--- config.mk ---
export PLATFORM = sky130hd
export DESIGN_NAME = interrupt_vector_allocator_core
export DESIGN_NICKNAME = d
export VERILOG_FILES = /design/src/design/iva_pkg.sv /design/src/design/iva_vec_map.sv /design/src/design/iva_line_mem.sv /design/src/design/interrupt_vector_allocator_core.sv
export SDC_FILE = /design/constraint.sdc
export NUM_CORES = 2
export LEC_CHECK = 0
export BUFFER_PORTS_ARGS = -buffer_cell sky130_fd_sc_hd__buf_2
export CORE_ASPECT_RATIO = 2
export CORE_MARGIN = 5
export CORE_UTILIZATION = 45
export CTS_BUF_LIST = sky130_fd_sc_hd__clkbuf_2
export CTS_CLUSTER_SIZE = 40
export DETAILED_ROUTE_END_ITERATION = 8
export HOLD_SLACK_MARGIN = 0.08
export PLACE_DENSITY_LB_ADDON = 0.12
export SYNTH_ARGS = -nofsm -noshare
export SYNTH_HDL_FRONTEND = slang
export SYNTH_SLANG_ARGS = --single-unit
--- constraint.sdc ---
create_clock -name clk -period 20.3 [get_ports clk]
set_input_delay 2.03 -clock clk [delete_from_list [all_inputs] [get_ports clk]]
set_output_delay 2.03 -clock clk [all_outputs]
set_load 0.01 [all_outputs]
--- src/design/iva_pkg.sv ---
package iva_pkg;

  // default sizes of the vector space and the line table
  localparam int NUM_VECTORS_DEF  = 192;
  localparam int FIRST_VECTOR_DEF = 48;
  localparam int NUM_LINES_DEF    = 64;
  localparam int MAX_BLOCK_DEF    = 32;

  // lines that exist out of reset (legacy lines)
  localparam int ISA_LINES = 16;

  // width of a line number as carried in items and tables
  localparam int LINE_W = 6;

  // request kinds
  localparam logic [2:0] REQ_BLOCK = 3'd0;
  localparam logic [2:0] REQ_LINE  = 3'd1;
  localparam logic [2:0] REQ_FREE  = 3'd2;
  localparam logic [2:0] REQ_CFG   = 3'd3;
  localparam logic [2:0] REQ_XLATE = 3'd4;

  // result status codes
  localparam logic [2:0] STAT_OK       = 3'd0;
  localparam logic [2:0] STAT_INVALID  = 3'd1;
  localparam logic [2:0] STAT_NO_LINE  = 3'd2;
  localparam logic [2:0] STAT_NO_SPACE = 3'd3;
  localparam logic [2:0] STAT_NO_INT   = 3'd4;

  typedef enum logic [2:0] {
    S_IDLE,
    S_READ,
    S_EVAL,
    S_SCAN,
    S_MARK,
    S_RESP
  } state_t;

  // commands to the vector map
  typedef struct packed {
    logic scan_start;
    logic scan_step;
    logic mark_step;
    logic mark_bind;
    logic vec_drop;
  } vm_cmd_t;

  // status back from the vector map
  typedef struct packed {
    logic hit;
    logic miss;
    logic mark_last;
  } vm_sts_t;

  // write enables of the line tables
  typedef struct packed {
    logic redir_we;
    logic attr_we;
    logic vec_we;
  } lm_cmd_t;

  typedef struct packed {
    logic [2:0]        status;
    logic [7:0]        vector_out;
    logic [LINE_W-1:0] line_out;
    logic              route_write;
    logic [LINE_W-1:0] route_line;
    logic [7:0]        route_vector;
    logic              route_polarity;
    logic              route_mode;
    logic              route_mask;
  } res_t;

endpackage

--- src/design/iva_vec_map.sv ---
module iva_vec_map #(
  parameter int NUM_VECTORS  = iva_pkg::NUM_VECTORS_DEF,
  parameter int FIRST_VECTOR = iva_pkg::FIRST_VECTOR_DEF,
  parameter int MAX_BLOCK    = iva_pkg::MAX_BLOCK_DEF
) (
  input  logic                             clk,
  input  logic                             rst_n,
  input  iva_pkg::vm_cmd_t                 cmd,
  input  logic [$clog2(MAX_BLOCK+1)-1:0]   count,
  input  logic [$clog2(NUM_VECTORS)-1:0]   rel_idx,
  input  logic [iva_pkg::LINE_W-1:0]       bind_line,
  output iva_pkg::vm_sts_t                 sts,
  output logic [$clog2(NUM_VECTORS)-1:0]   base,
  output logic                             bound_at,
  output logic [iva_pkg::LINE_W-1:0]       vline_rd
);
  import iva_pkg::*;

  localparam int VIW = $clog2(NUM_VECTORS);
  localparam int CW  = $clog2(MAX_BLOCK + 1);

  logic [NUM_VECTORS-1:0] free_r, free_nxt;
  logic [NUM_VECTORS-1:0] bound_r, bound_nxt;
  logic [VIW-1:0]         ptr_r, ptr_nxt;
  logic [VIW-1:0]         base_r, base_nxt;
  logic [CW-1:0]          run_r, run_nxt;
  logic [CW-1:0]          cnt_r, cnt_nxt;
  logic [LINE_W-1:0]      vline_mem [NUM_VECTORS];
  logic [LINE_W-1:0]      vline_rd_r;

  logic           bit_free;
  logic           aligned;
  logic           take;
  logic           at_end;
  logic [VIW-1:0] run_base;

  // run tracker: a run may only open on a vector aligned to the block size
  always_comb begin
    bit_free = free_r[ptr_r];
    aligned  = ((32'(FIRST_VECTOR) + 32'(ptr_r)) & (32'(cnt_r) - 32'd1)) == 32'd0;
    take     = bit_free && ((run_r != '0) || aligned);
    run_base = (run_r == '0) ? ptr_r : base_r;
    at_end   = ptr_r == VIW'(NUM_VECTORS - 1);
  end

  assign sts.hit       = cmd.scan_step && take && ((run_r + CW'(1)) == cnt_r);
  assign sts.miss      = cmd.scan_step && !sts.hit && at_end;
  assign sts.mark_last = cmd.mark_step && (run_r == CW'(1));
  assign base          = run_base;
  assign bound_at      = bound_r[rel_idx];
  assign vline_rd      = vline_rd_r;

  always_comb begin
    free_nxt  = free_r;
    bound_nxt = bound_r;
    ptr_nxt   = ptr_r;
    base_nxt  = base_r;
    run_nxt   = run_r;
    cnt_nxt   = cnt_r;
    priority if (cmd.scan_start) begin
      ptr_nxt = '0;
      run_nxt = '0;
      cnt_nxt = count;
    end else if (cmd.scan_step) begin
      if (sts.hit) begin
        // rewind to the run start, run counter now counts vectors left to mark
        ptr_nxt = run_base;
        run_nxt = cnt_r;
      end else begin
        run_nxt  = take ? (run_r + CW'(1)) : '0;
        base_nxt = run_base;
        ptr_nxt  = ptr_r + VIW'(1);
      end
    end else if (cmd.mark_step) begin
      free_nxt[ptr_r] = 1'b0;
      if (cmd.mark_bind) begin
        bound_nxt[ptr_r] = 1'b1;
      end
      ptr_nxt = ptr_r + VIW'(1);
      run_nxt = run_r - CW'(1);
    end else if (cmd.vec_drop) begin
      free_nxt[rel_idx]  = 1'b1;
      bound_nxt[rel_idx] = 1'b0;
    end
  end

  always_ff @(posedge clk) begin
    if (!rst_n) begin
      free_r  <= '1;
      bound_r <= '0;
      ptr_r   <= '0;
      run_r   <= '0;
      cnt_r   <= '0;
    end else begin
      free_r  <= free_nxt;
      bound_r <= bound_nxt;
      ptr_r   <= ptr_nxt;
      run_r   <= run_nxt;
      cnt_r   <= cnt_nxt;
    end
    base_r <= base_nxt;
  end

  always_ff @(posedge clk) begin
    if (cmd.mark_step && cmd.mark_bind) begin
      vline_mem[ptr_r] <= bind_line;
    end
    vline_rd_r <= vline_mem[rel_idx];
  end

endmodule

--- src/design/iva_line_mem.sv ---
module iva_line_mem #(
  parameter int NUM_VECTORS  = iva_pkg::NUM_VECTORS_DEF,
  parameter int FIRST_VECTOR = iva_pkg::FIRST_VECTOR_DEF,
  parameter int NUM_LINES    = iva_pkg::NUM_LINES_DEF
) (
  input  logic                                        clk,
  input  logic                                        rst_n,
  input  iva_pkg::lm_cmd_t                            cmd,
  input  logic [$clog2(NUM_LINES)-1:0]                rd_addr,
  input  logic [$clog2(NUM_LINES)-1:0]                redir_addr,
  input  logic [iva_pkg::LINE_W-1:0]                  redir_data,
  input  logic [$clog2(NUM_LINES)-1:0]                attr_addr,
  input  logic                                        attr_pol,
  input  logic                                        attr_mode,
  input  logic [$clog2(NUM_LINES)-1:0]                vec_addr,
  input  logic [$clog2(FIRST_VECTOR+NUM_VECTORS)-1:0] vec_data,
  output logic [iva_pkg::LINE_W-1:0]                  redir_rd,
  output logic                                        present_rd,
  output logic                                        pol_rd,
  output logic                                        mode_rd,
  output logic [$clog2(FIRST_VECTOR+NUM_VECTORS)-1:0] lvec_rd
);
  import iva_pkg::*;

  localparam int LIW = $clog2(NUM_LINES);
  localparam int VNW = $clog2(FIRST_VECTOR + NUM_VECTORS);

  logic [LINE_W-1:0] redir_mem [NUM_LINES];
  logic [1:0]        attr_mem  [NUM_LINES];
  logic [VNW-1:0]    vec_mem   [NUM_LINES];

  // entries never written read back as their reset value
  logic [NUM_LINES-1:0] redir_vld_r;
  logic [NUM_LINES-1:0] attr_vld_r;
  logic [NUM_LINES-1:0] vec_vld_r;

  logic [LINE_W-1:0] redir_q;
  logic [1:0]        attr_q;
  logic [VNW-1:0]    vec_q;
  logic [LIW-1:0]    rd_addr_r;
  logic              redir_ok_r;
  logic              attr_ok_r;
  logic              vec_ok_r;

  always_ff @(posedge clk) begin
    if (!rst_n) begin
      redir_vld_r <= '0;
      attr_vld_r  <= '0;
      vec_vld_r   <= '0;
      redir_ok_r  <= 1'b0;
      attr_ok_r   <= 1'b0;
      vec_ok_r    <= 1'b0;
    end else begin
      if (cmd.redir_we) begin
        redir_vld_r[redir_addr] <= 1'b1;
      end
      if (cmd.attr_we) begin
        attr_vld_r[attr_addr] <= 1'b1;
      end
      if (cmd.vec_we) begin
        vec_vld_r[vec_addr] <= 1'b1;
      end
      redir_ok_r <= redir_vld_r[rd_addr];
      attr_ok_r  <= attr_vld_r[rd_addr];
      vec_ok_r   <= vec_vld_r[rd_addr];
    end
  end

  always_ff @(posedge clk) begin
    if (cmd.redir_we) begin
      redir_mem[redir_addr] <= redir_data;
    end
    if (cmd.attr_we) begin
      attr_mem[attr_addr] <= {attr_pol, attr_mode};
    end
    if (cmd.vec_we) begin
      vec_mem[vec_addr] <= vec_data;
    end
    redir_q   <= redir_mem[rd_addr];
    attr_q    <= attr_mem[rd_addr];
    vec_q     <= vec_mem[rd_addr];
    rd_addr_r <= rd_addr;
  end

  assign redir_rd   = redir_ok_r ? redir_q : LINE_W'(rd_addr_r);
  assign present_rd = attr_ok_r | ({1'b0, rd_addr_r} < (LIW + 1)'(ISA_LINES));
  assign pol_rd     = attr_ok_r & attr_q[1];
  assign mode_rd    = attr_ok_r & attr_q[0];
  assign lvec_rd    = vec_ok_r ? vec_q : '0;

endmodule

--- src/design/interrupt_vector_allocator_core.sv ---
// channel | dir | tdata (low bit up)                          | tuser
// in_     | in  | block_count, line_index, source_line,       | req_type
//         |     | vector_in, polarity_in, mode_in, zero pad   |
// out_    | out | vector_out, line_out, route_write,          | status
//         |     | route_line, route_vector, route_polarity,   |
//         |     | route_mode, route_mask                      |
//
// one item in flight: accept, table read, decode, then an optional scan
// the scan walks the free map one vector per cycle, then marks the run one per cycle
// block or line allocation: scans up to NUM_VECTORS vectors, then claims the vectors of
// the run it found; other requests, and a line that is already bound, skip the scan
// the result sits in an output register, so the next item is taken while it waits
// reset is synchronous, active low; the line tables need no clearing pass
module interrupt_vector_allocator_core #(
  parameter int NUM_VECTORS  = iva_pkg::NUM_VECTORS_DEF,
  parameter int FIRST_VECTOR = iva_pkg::FIRST_VECTOR_DEF,
  parameter int NUM_LINES    = iva_pkg::NUM_LINES_DEF,
  parameter int MAX_BLOCK    = iva_pkg::MAX_BLOCK_DEF
) (
  input  logic        clk,
  input  logic        rst_n,
  input  logic        in_tvalid,
  output logic        in_tready,
  // block_count[5:0], line_index[11:6], source_line[17:12], vector_in[25:18],
  // polarity_in[26], mode_in[27], zero[31:28]
  input  logic [31:0] in_tdata,
  // req_type[2:0]
  input  logic [2:0]  in_tuser,
  output logic        out_tvalid,
  input  logic        out_tready,
  // vector_out[7:0], line_out[13:8], route_write[14], route_line[20:15],
  // route_vector[28:21], route_polarity[29], route_mode[30], route_mask[31]
  output logic [31:0] out_tdata,
  // status[2:0]
  output logic [2:0]  out_tuser
);
  import iva_pkg::*;

  localparam int VIW = $clog2(NUM_VECTORS);
  localparam int VNW = $clog2(FIRST_VECTOR + NUM_VECTORS);
  localparam int LIW = $clog2(NUM_LINES);
  localparam int CW  = $clog2(MAX_BLOCK + 1);

  state_t state_r, state_nxt;

  logic [2:0]        type_r;
  logic [5:0]        count_r;
  logic [LINE_W-1:0] line_r;
  logic [LINE_W-1:0] src_r;
  logic [7:0]        vec_r;
  logic              pol_r;
  logic              mode_r;

  res_t res_r, res_nxt;
  res_t out_r;
  logic out_vld_r, out_vld_nxt;
  logic out_load;
  logic in_acc;

  vm_cmd_t           vm_cmd;
  vm_sts_t           vm_sts;
  logic [CW-1:0]     vm_count;
  logic [VIW-1:0]    vm_rel;
  logic [VIW-1:0]    vm_base;
  logic              vm_bound;
  logic [LINE_W-1:0] vm_vline;

  lm_cmd_t           lm_cmd;
  logic [LIW-1:0]    lm_vec_addr;
  logic [VNW-1:0]    lm_vec_data;
  logic [LINE_W-1:0] lm_redir;
  logic              lm_present;
  logic              lm_pol;
  logic              lm_mode;
  logic [VNW-1:0]    lm_lvec;

  logic           cnt_ok;
  logic           line_ok;
  logic           src_ok;
  logic           vec_ok;
  logic           vline_ok;
  logic           go_scan;
  logic [VNW-1:0] vnum;

  assign in_acc   = in_tvalid && in_tready;
  assign cnt_ok   = (count_r != 6'd0) && ((count_r & (count_r - 6'd1)) == 6'd0) &&
                    (32'(count_r) <= MAX_BLOCK);
  assign line_ok  = 32'(line_r) < NUM_LINES;
  assign src_ok   = 32'(src_r) < NUM_LINES;
  assign vec_ok   = (32'(vec_r) >= FIRST_VECTOR) &&
                    (32'(vec_r) < (FIRST_VECTOR + NUM_VECTORS));
  assign vline_ok = 32'(vm_vline) < NUM_LINES;
  assign go_scan  = ((type_r == REQ_BLOCK) && cnt_ok) ||
                    ((type_r == REQ_LINE) && line_ok && lm_present && (lm_lvec == '0));
  assign vnum     = VNW'(32'(FIRST_VECTOR) + 32'(vm_base));
  assign vm_count = (type_r == REQ_BLOCK) ? CW'(count_r) : CW'(1);
  assign vm_rel   = VIW'(32'(vec_r) - 32'(FIRST_VECTOR));

  iva_vec_map #(
    .NUM_VECTORS  (NUM_VECTORS),
    .FIRST_VECTOR (FIRST_VECTOR),
    .MAX_BLOCK    (MAX_BLOCK)
  ) u_vec_map (
    .clk       (clk),
    .rst_n     (rst_n),
    .cmd       (vm_cmd),
    .count     (vm_count),
    .rel_idx   (vm_rel),
    .bind_line (line_r),
    .sts       (vm_sts),
    .base      (vm_base),
    .bound_at  (vm_bound),
    .vline_rd  (vm_vline)
  );

  iva_line_mem #(
    .NUM_VECTORS  (NUM_VECTORS),
    .FIRST_VECTOR (FIRST_VECTOR),
    .NUM_LINES    (NUM_LINES)
  ) u_line_mem (
    .clk        (clk),
    .rst_n      (rst_n),
    .cmd        (lm_cmd),
    .rd_addr    (LIW'(line_r)),
    .redir_addr (LIW'(src_r)),
    .redir_data (line_r),
    .attr_addr  (LIW'(line_r)),
    .attr_pol   (pol_r),
    .attr_mode  (mode_r),
    .vec_addr   (lm_vec_addr),
    .vec_data   (lm_vec_data),
    .redir_rd   (lm_redir),
    .present_rd (lm_present),
    .pol_rd     (lm_pol),
    .mode_rd    (lm_mode),
    .lvec_rd    (lm_lvec)
  );

  // next state
  always_comb begin
    state_nxt = state_r;
    unique case (state_r)
      S_IDLE: begin
        if (in_tvalid) begin
          state_nxt = S_READ;
        end
      end
      S_READ: state_nxt = S_EVAL;
      S_EVAL: state_nxt = go_scan ? S_SCAN : S_RESP;
      S_SCAN: begin
        if (vm_sts.hit) begin
          state_nxt = S_MARK;
        end else if (vm_sts.miss) begin
          state_nxt = S_RESP;
        end
      end
      S_MARK: begin
        if (vm_sts.mark_last) begin
          state_nxt = S_RESP;
        end
      end
      S_RESP: begin
        if (!out_vld_r || out_tready) begin
          state_nxt = S_IDLE;
        end
      end
      default: state_nxt = S_IDLE;
    endcase
  end

  // outputs and result assembly
  always_comb begin
    in_tready   = 1'b0;
    vm_cmd      = '0;
    lm_cmd      = '0;
    lm_vec_addr = LIW'(line_r);
    lm_vec_data = '0;
    res_nxt     = res_r;
    out_load    = 1'b0;
    unique case (state_r)
      S_IDLE: in_tready = 1'b1;
      S_READ: ;
      S_EVAL: begin
        res_nxt        = '0;
        res_nxt.status = STAT_INVALID;
        unique case (type_r)
          REQ_BLOCK: begin
            vm_cmd.scan_start = cnt_ok;
          end
          REQ_LINE: begin
            if (!line_ok || !lm_present) begin
              res_nxt.status = STAT_NO_LINE;
            end else if (lm_lvec != '0) begin
              res_nxt.status     = STAT_OK;
              res_nxt.vector_out = 8'(lm_lvec);
            end else begin
              res_nxt.route_polarity = lm_pol;
              res_nxt.route_mode     = lm_mode;
              vm_cmd.scan_start      = 1'b1;
            end
          end
          REQ_FREE: begin
            if (vec_ok) begin
              res_nxt.status  = STAT_OK;
              vm_cmd.vec_drop = 1'b1;
              if (vm_bound) begin
                res_nxt.route_write = 1'b1;
                res_nxt.route_line  = vm_vline;
                res_nxt.route_mask  = 1'b1;
                lm_cmd.vec_we       = vline_ok;
                lm_vec_addr         = LIW'(vm_vline);
              end
            end
          end
          REQ_CFG: begin
            if (line_ok && src_ok) begin
              res_nxt.status  = STAT_OK;
              lm_cmd.redir_we = 1'b1;
              lm_cmd.attr_we  = 1'b1;
            end
          end
          REQ_XLATE: begin
            if (line_ok) begin
              res_nxt.status   = STAT_OK;
              res_nxt.line_out = lm_redir;
            end else begin
              res_nxt.status = STAT_NO_INT;
            end
          end
          default: ;
        endcase
      end
      S_SCAN: begin
        vm_cmd.scan_step = 1'b1;
        if (vm_sts.hit) begin
          res_nxt.status     = STAT_OK;
          res_nxt.vector_out = 8'(vnum);
          if (type_r == REQ_LINE) begin
            res_nxt.route_write  = 1'b1;
            res_nxt.route_line   = line_r;
            res_nxt.route_vector = 8'(vnum);
            lm_cmd.vec_we        = 1'b1;
            lm_vec_data          = vnum;
          end
        end else if (vm_sts.miss) begin
          res_nxt        = '0;
          res_nxt.status = STAT_NO_SPACE;
        end
      end
      S_MARK: begin
        vm_cmd.mark_step = 1'b1;
        vm_cmd.mark_bind = type_r == REQ_LINE;
      end
      S_RESP: out_load = !out_vld_r || out_tready;
      default: ;
    endcase
  end

  assign out_vld_nxt = out_load ? 1'b1 : (out_tready ? 1'b0 : out_vld_r);

  always_ff @(posedge clk) begin
    if (!rst_n) begin
      state_r   <= S_IDLE;
      out_vld_r <= 1'b0;
    end else begin
      state_r   <= state_nxt;
      out_vld_r <= out_vld_nxt;
    end
    if (in_acc) begin
      type_r  <= in_tuser;
      count_r <= in_tdata[5:0];
      line_r  <= in_tdata[11:6];
      src_r   <= in_tdata[17:12];
      vec_r   <= in_tdata[25:18];
      pol_r   <= in_tdata[26];
      mode_r  <= in_tdata[27];
    end
    res_r <= res_nxt;
    if (out_load) begin
      out_r <= res_r;
    end
  end

  assign out_tvalid = out_vld_r;
  assign out_tuser  = out_r.status;
  assign out_tdata  = {out_r.route_mask, out_r.route_mode, out_r.route_polarity,
                       out_r.route_vector, out_r.route_line, out_r.route_write,
                       out_r.line_out, out_r.vector_out};

  // one item at a time: no second accept right after the first
  a_single_item: assert property (@(posedge clk) disable iff (!rst_n)
    in_tvalid && in_tready |=> !in_tready)
    else $error("input accepted while an item is in flight");

  a_hit_miss: assert property (@(posedge clk) disable iff (!rst_n)
    vm_sts.hit |-> !vm_sts.miss)
    else $error("scan reported hit and miss together");

  a_mark_entry: assert property (@(posedge clk) disable iff (!rst_n)
    $rose(state_r == S_MARK) |-> $past(state_r) == S_SCAN && $past(vm_sts.hit))
    else $error("mark phase entered without a scan hit");

  a_route_ok: assert property (@(posedge clk) disable iff (!rst_n)
    state_r == S_RESP && res_r.route_write |-> res_r.status == STAT_OK)
    else $error("routing write on a failed request");

endmodule

After elaboration in Yosys (flattened, before gate mapping):

Memory sizes are Yosys's and may differ from the RTL's. A register that Yosys moved wholly into a read port is not among the register bits.
Index checks and enable logic that the tools add are counted.

* flip-flop bits (word level): 718
* bits in writable memories: 2176
* input port bits: 39
* output and inout port bits: 37
* logic and storage cells: 249
* memories: 4

Memories
* u_vec_map.vline_mem: words 192, width 6, rd ports 1, clocked after Yosys merged registers in 1, write ports 1, RTL line iva_vec_map.sv:28 `logic [LINE_W-1:0] vline_mem [NUM_VECTORS];`
* u_line_mem.vec_mem: words 64, width 8, rd ports 1, clocked after Yosys merged registers in 1, write ports 1, RTL line iva_line_mem.sv:30 `logic [VNW-1:0] vec_mem [NUM_LINES];`
* u_line_mem.redir_mem: words 64, width 6, rd ports 1, clocked after Yosys merged registers in 1, write ports 1, RTL line iva_line_mem.sv:28 `logic [LINE_W-1:0] redir_mem [NUM_LINES];`
* u_line_mem.attr_mem: words 64, width 2, rd ports 1, clocked after Yosys merged registers in 1, write ports 1, RTL line iva_line_mem.sv:29 `logic [1:0] attr_mem [NUM_LINES];`

* $add $sub $neg: 8
* order comparisons: 14
* eq/ne operators: 20
* multiplexer cells: 99
* bitwise operators: 18
* reduce and logical (&&, ||, !) cells: 46

Operator list (count)
* two-way mux 192 bit: 5
* AND 192 bit: 2
* inverter 192 bit: 2
* bitwise OR 192 bit: 2
* bitwise OR 64 bit: 3
* two-way mux 8 bit: 10
* two-way mux 6 bit: 12
* case mux 35 bit (2 select lines): 1
* two-way mux 1 bit: 35
* two-way mux 35 bit: 1
* AND 32 bit: 1
* logical NOT 32 bit: 1
* two-way mux 15 bit: 2
* < comparator 6 x 7 -> 1 bit (second input constant): 3
* two-way mux 3 bit: 7
* two-way mux 7 bit: 3
* logical AND 1 bit: 19
* binary-select mux 1 bit (select 6 bit): 3
* demux 1 bit (select 6 bit): 3
* >= comparator 6 x 1 -> 1 bit (second input constant): 3
* < comparator 8 x 9 -> 1 bit (second input constant): 2
* case mux 3 bit (6 select lines): 1
* binary-select mux 1 bit (select 8 bit): 2
* demux 1 bit (select 8 bit): 2
* other kinds (43): 80

Longest topological paths before layout:

* depth after elaboration: 13
* gate-level depth with buffers: 15
* depth with buffers taken out: 11

Cells and area by module:

From an unflattened synthesis, not the netlist that was laid out.

* cell total of the unflattened synthesis: 6936
* area total of the unflattened synthesis: 116975.9 um^2

By module, submodules not included
* iva_vec_map: times used 1, cells an instance 4150, area each 65210.0 um^2, seq. area each 43041.3 um^2
* iva_line_mem: times used 1, cells an instance 2529, area each 47719.5 um^2, seq. area each 35093.7 um^2
* interrupt_vector_allocator_core: times used 1, cells an instance 257, area each 4046.4 um^2, seq. area each 3052.9 um^2

Least setup slack after synthesis:

No wires, ideal clock.

* path kind: register to register
* from: register line_r[0]
* to: register u_line_mem.redir_q[0], read port of u_line_mem.redir_mem
* setup time: 0.130 ns
* arrival: 6.238 ns
* data required time: 20.170 ns
* setup slack: 13.932 ns
* stages on the path, launching flop included: 12
* buffers on the path: 6
* period minus slack after synthesis: 6.368 ns
* cell sequence: edfxtp_1 -> buf_2 -> buf_1 -> clkbuf_1 -> buf_1 -> buf_2 -> clkbuf_1 -> a21oi_1 -> a21oi_1 -> o22ai_1 -> a311oi_1 -> o21ai_0

RTL lines
* from (decl): RTL line interrupt_vector_allocator_core.sv:48 `logic [LINE_W-1:0] line_r;`
* from (signal assigned): RTL line interrupt_vector_allocator_core.sv:272 `line_r <= in_tdata[11:6];`
* to (decl): RTL line iva_line_mem.sv:37 `logic [LINE_W-1:0] redir_q;`

Final worst setup path:

* from: register vec_r[0]
* to: memory u_line_mem.vec_mem[4][1] in the netlist's numbering (enable)

* word-level cells in the longest chain between the ends: 9
* elaborated cells on any way between the ends: 16
* classes of those cells: 1 x add/sub; 2 x order compare; 12 x mux; 1 x reduce/logical

RTL lines
* from (decl): RTL line interrupt_vector_allocator_core.sv:50 `logic [7:0] vec_r;`
* from (signal assigned): RTL line interrupt_vector_allocator_core.sv:274 `vec_r <= in_tdata[25:18];`
* subtractor 8 x 6 -> 8 bit: RTL line interrupt_vector_allocator_core.sv:97 `assign vm_rel = VIW'(32'(vec_r) - 32'(FIRST_VECTOR));`
* binary-select mux 1 bit (select 8 bit): RTL line iva_vec_map.sv:50 `assign bound_at = bound_r[rel_idx];`
* two-way mux 1 bit (not written as such): RTL line iva_vec_map.sv:50
* two-way mux 1 bit: RTL line interrupt_vector_allocator_core.sv:206 `if (vm_bound) begin`
* two-way mux 1 bit: RTL line interrupt_vector_allocator_core.sv:203 `if (vec_ok) begin`
* two-way mux 1 bit: RTL line interrupt_vector_allocator_core.sv:186 `unique case (type_r)`
* case mux 1 bit (2 select lines): RTL line interrupt_vector_allocator_core.sv:180 `unique case (state_r)`
* two-way mux 1 bit: RTL line iva_line_mem.sv:76 `if (cmd.vec_we) begin`
* two-way mux 1 bit (not written as such): RTL line iva_line_mem.sv:77 `vec_mem[vec_addr] <= vec_data;`
* to (decl): RTL line iva_line_mem.sv:30

Parallel ways exist; a longest one is shown, timed or not. The select of a mux whose other input is x is not followed.

==> run_results.csv <==
group,metric,value,unit
power_and_ir_drop,p_leak,38.9,nW
die,start_util,0.451,
setup_path,path_class,"register to register",
die,dieWidth,366,µm
synthesis,ys_seq_elements,2914,
die,rows,261,
timing,max_freq,0.120,GHz
placement,hpwl,238,mm
clock_network,post_cts_buffers,0,
synthesis,yosys.area.top_type,"edfxtp_1",
drt,routed_wl,368,mm
cells_and_area,fin_util,0.491,
synthesis,synthCells,6980,
clock_network,cts_made_buffers,645,
setup_path,path_cells,"buf_4, buf_4, buf_4, buf_4, buf_4, mux4_2, mux4_2, o21a_1, o211ai_1, and4b_1, a21oi_2, buf_4, and3_1, a31oi_2, nor2_1",
synthesis,synth_area,114000,µm²
clock_network,clk_pin_slew,0.12,ns
clock_network,clock_latency,1.84,ns
drt,wl_per_cell,32.9,µm
timing,finalCritPeriodShare,0.411,
setup_path,cp.required,21.59,ns
drt,drtAntennaViolNets,0,
grt,grt_pass1_vias,71500,
drt,dr.first_iter.drc_count,6591,
drt,drc,0,
cells_and_area,area_growth,8.87,%
placement,gp_congestion,0.909,
setup_path,path_max_fanout,38,
timing,worst_slew_pin_slew,1.39,ns
timing,final_max_slew_viol_count,0,
clock_network,cts_tree,"done",
grt,grt_overflow_total,0,
timing,worst_clock_skew,0.226,ns
clock_network,cts.htree.levels,6,
setup_path,start_kind,"register",
synthesis,synth_edf_count,2283,
synthesis,synthArstFlopShare,0,
power_and_ir_drop,p_per_area,106,nW/µm²
clock_network,cts.sinks,2914,
die,die_area,264000,µm²
clock_network,cts_max_path_buffers,4,
drt,first_pass_iters,6,
synthesis,synthMostInstantiatedCell,"edfxtp_1",
grt,antenna_found_initial,16,
synthesis,synth_cell_types,86,
hold_path,hp-class,"primary input to register",
run_status,run_status,"finished clean",
drt,detail_route.vias_per_cell,6.19,
timing,fin_tns_setup,0,ns
die,die_y,721,µm
grt,grt_pass1_wl,519,mm
drt,vias,69300,
setup_path,reg2reg_slack,11.96,ns
timing,hold_viol,0,
power_and_ir_drop,vdd_drop_max,0.0753,mV
clock_network,cts-root-buf,"clkbuf_2",
placement,port_buffers,70,
timing,setup_viol,0,
synthesis,syn_avg_cell_area,16.3,µm²
cells_and_area,drive_above_1_share,0.269,
synthesis,synth_area_leaders,"edfxtp_1, dfxtp_1, mux4_2",
setup_path,slowest_delay,0.91,ns
synthesis,synth_top_area_frac,0.602,
run,maxCapViolations,0,
synthesis,synth-main-ff-cell,"edfxtp_1",
die,core,252000,µm²
clock_network,cts-resized-gates,0,
timing,relSlewSlack,0.0765,
synthesis,syn_nets,7038,
setup_path,arrival,9.63,ns
setup_path,cp_common_cell,"buf_4",
die,ios,76,
timing,fin_crit,8.34,ns
setup_path,slowest_stage,"a31oi_2",
synthesis,synth-seq-area-share,0.713,
timing,rsz0062_at_grt,"false",
grt,grt_max_degree,210,
cells_and_area,nNetsFinal,7414,
synthesis,synthTopCellsByCount,"edfxtp_1, nor2_1, dfxtp_1",
grt,grtUsageTotal,0.276,
setup_path,crit_path_end_kind,"register",
clock_network,ctsHoldBuffers,0,
synthesis,yosys_warnings,0,
-- power breakdown --
part,switching [W],internal [W]
Clock,0.00230,0.00138
Sequential,0.000121,0.00670
Combinational,0.00186,0.000815
-- sequential cells by signal (all words and copies together) (netlist names), 8 cells and up --
register and cells:
out_tdata 32, u_line_mem.redir_mem 384, u_line_mem.vec_mem 512, u_vec_map.base_r 8, res_r 34, u_vec_map.free_r 192
u_line_mem.attr_vld_r 64, u_vec_map.ptr_r 8, u_line_mem.vec_vld_r 64, u_vec_map.bound_r 192, u_vec_map.vline_mem 1152, u_line_mem.vec_q 8
u_line_mem.attr_mem 128, u_line_mem.redir_vld_r 64, vec_r 8
-- cells by family after synthesis --
logic type      Yosys count  share of synthesized area
fa+ha+maj                20                    0.00218
flops                  2914                      0.713
xor+xnor                 22                    0.00169
buf+inv                 550                     0.0193
compound gates         1473                     0.0968
other cells               1                  0.0000330
mux                     689                      0.117
simple gates           1311                     0.0493
-- placed cells by master (no fill, tap or decap), types with 67 or more instances in the layout --
cell	synthesis	final
edfxtp_1	2283	2283
clkbuf_2	0	958
nor2_1	804	790
dfxtp_1	631	629
mux4_2	505	505
o21ai_0	284	284
a22oi_1	241	241
nand2_1	238	220
o211ai_1	202	202
o221a_2	194	194
buf_4	6	165
a21oi_1	139	139
clkinv_1	4	139
a221oi_1	111	111
mux2i_1	107	107
a22o_1	106	106
mux2_2	70	70
buf_2	53	69
diode_2	0	67
-- cell type report --
cell class | instances | area (µm²)
well taps | 3287 | 4110
clock buffers | 958 | 4790
inverters | 33 | 126
diodes | 67 | 168
fillers | 21900 | 128000
repair buffers | 246 | 1820
flip-flops and latches | 2914 | 81200
clock inverters | 186 | 1010
multi-input cells | 3516 | 30700
-- worst max-delay path: cells and delay by family, from the launching register on --
kind	cells	cell delay [ns]
AO/OA/AOI/OAI	4	1.34
AND/OR/NAND/NOR	3	1.18
flip-flops	1	0.34
multiplexers	2	1.22
buffers and inverters	6	3.59
-- worst paths after layout --
path | from | depth (start not counted) | endpoint
setup / recovery | vec_r[0] | 15 | u_line_mem.vec_mem[4][1]
hold / removal | in_tdata[1] | 1 | count_r[1]
setup reg to reg | vec_r[0] | 15 | u_line_mem.vec_mem[4][1]
hold reg to reg | res_r[18] | 0 | out_tdata[8]
-- per-layer routing --
layer | wire length, µm | track usage | up-vias | share of wire
met5 | 13 | 0 | - | 0.000035
met4 | 30200 | 0.191 | 2 | 0.082
met3 | 23700 | 0.0468 | 1148 | 0.064
met2 | 194000 | 0.494 | 3371 | 0.53
met1 | 121000 | 0.296 | 35600 | 0.33
li1 | - | - | 29200 | -
-- through the flow --
step | total power [W] | cells | worst slack [ns] | instance area [µm²] | hold slack (ns)
4_1_cts | 0.0133 | 11100 | 11.88 | 124000 | 0.183
3_3_place_gp | 0.00960 | 9996 | 11.98 | 118000 | 0.403
6_report | 0.0132 | 11200 | 11.96 | 124000 | 0.369
3_5_place_dp | 0.00963 | 9996 | 12.01 | 118000 | 0.405
2_1_floorplan | 0.00845 | 6980 | 13.93 | 114000 | 0.400
5_1_grt | 0.0137 | 11200 | 11.56 | 124000 | 0.242
No activity file was read; power rests on OpenSTA's default activity.
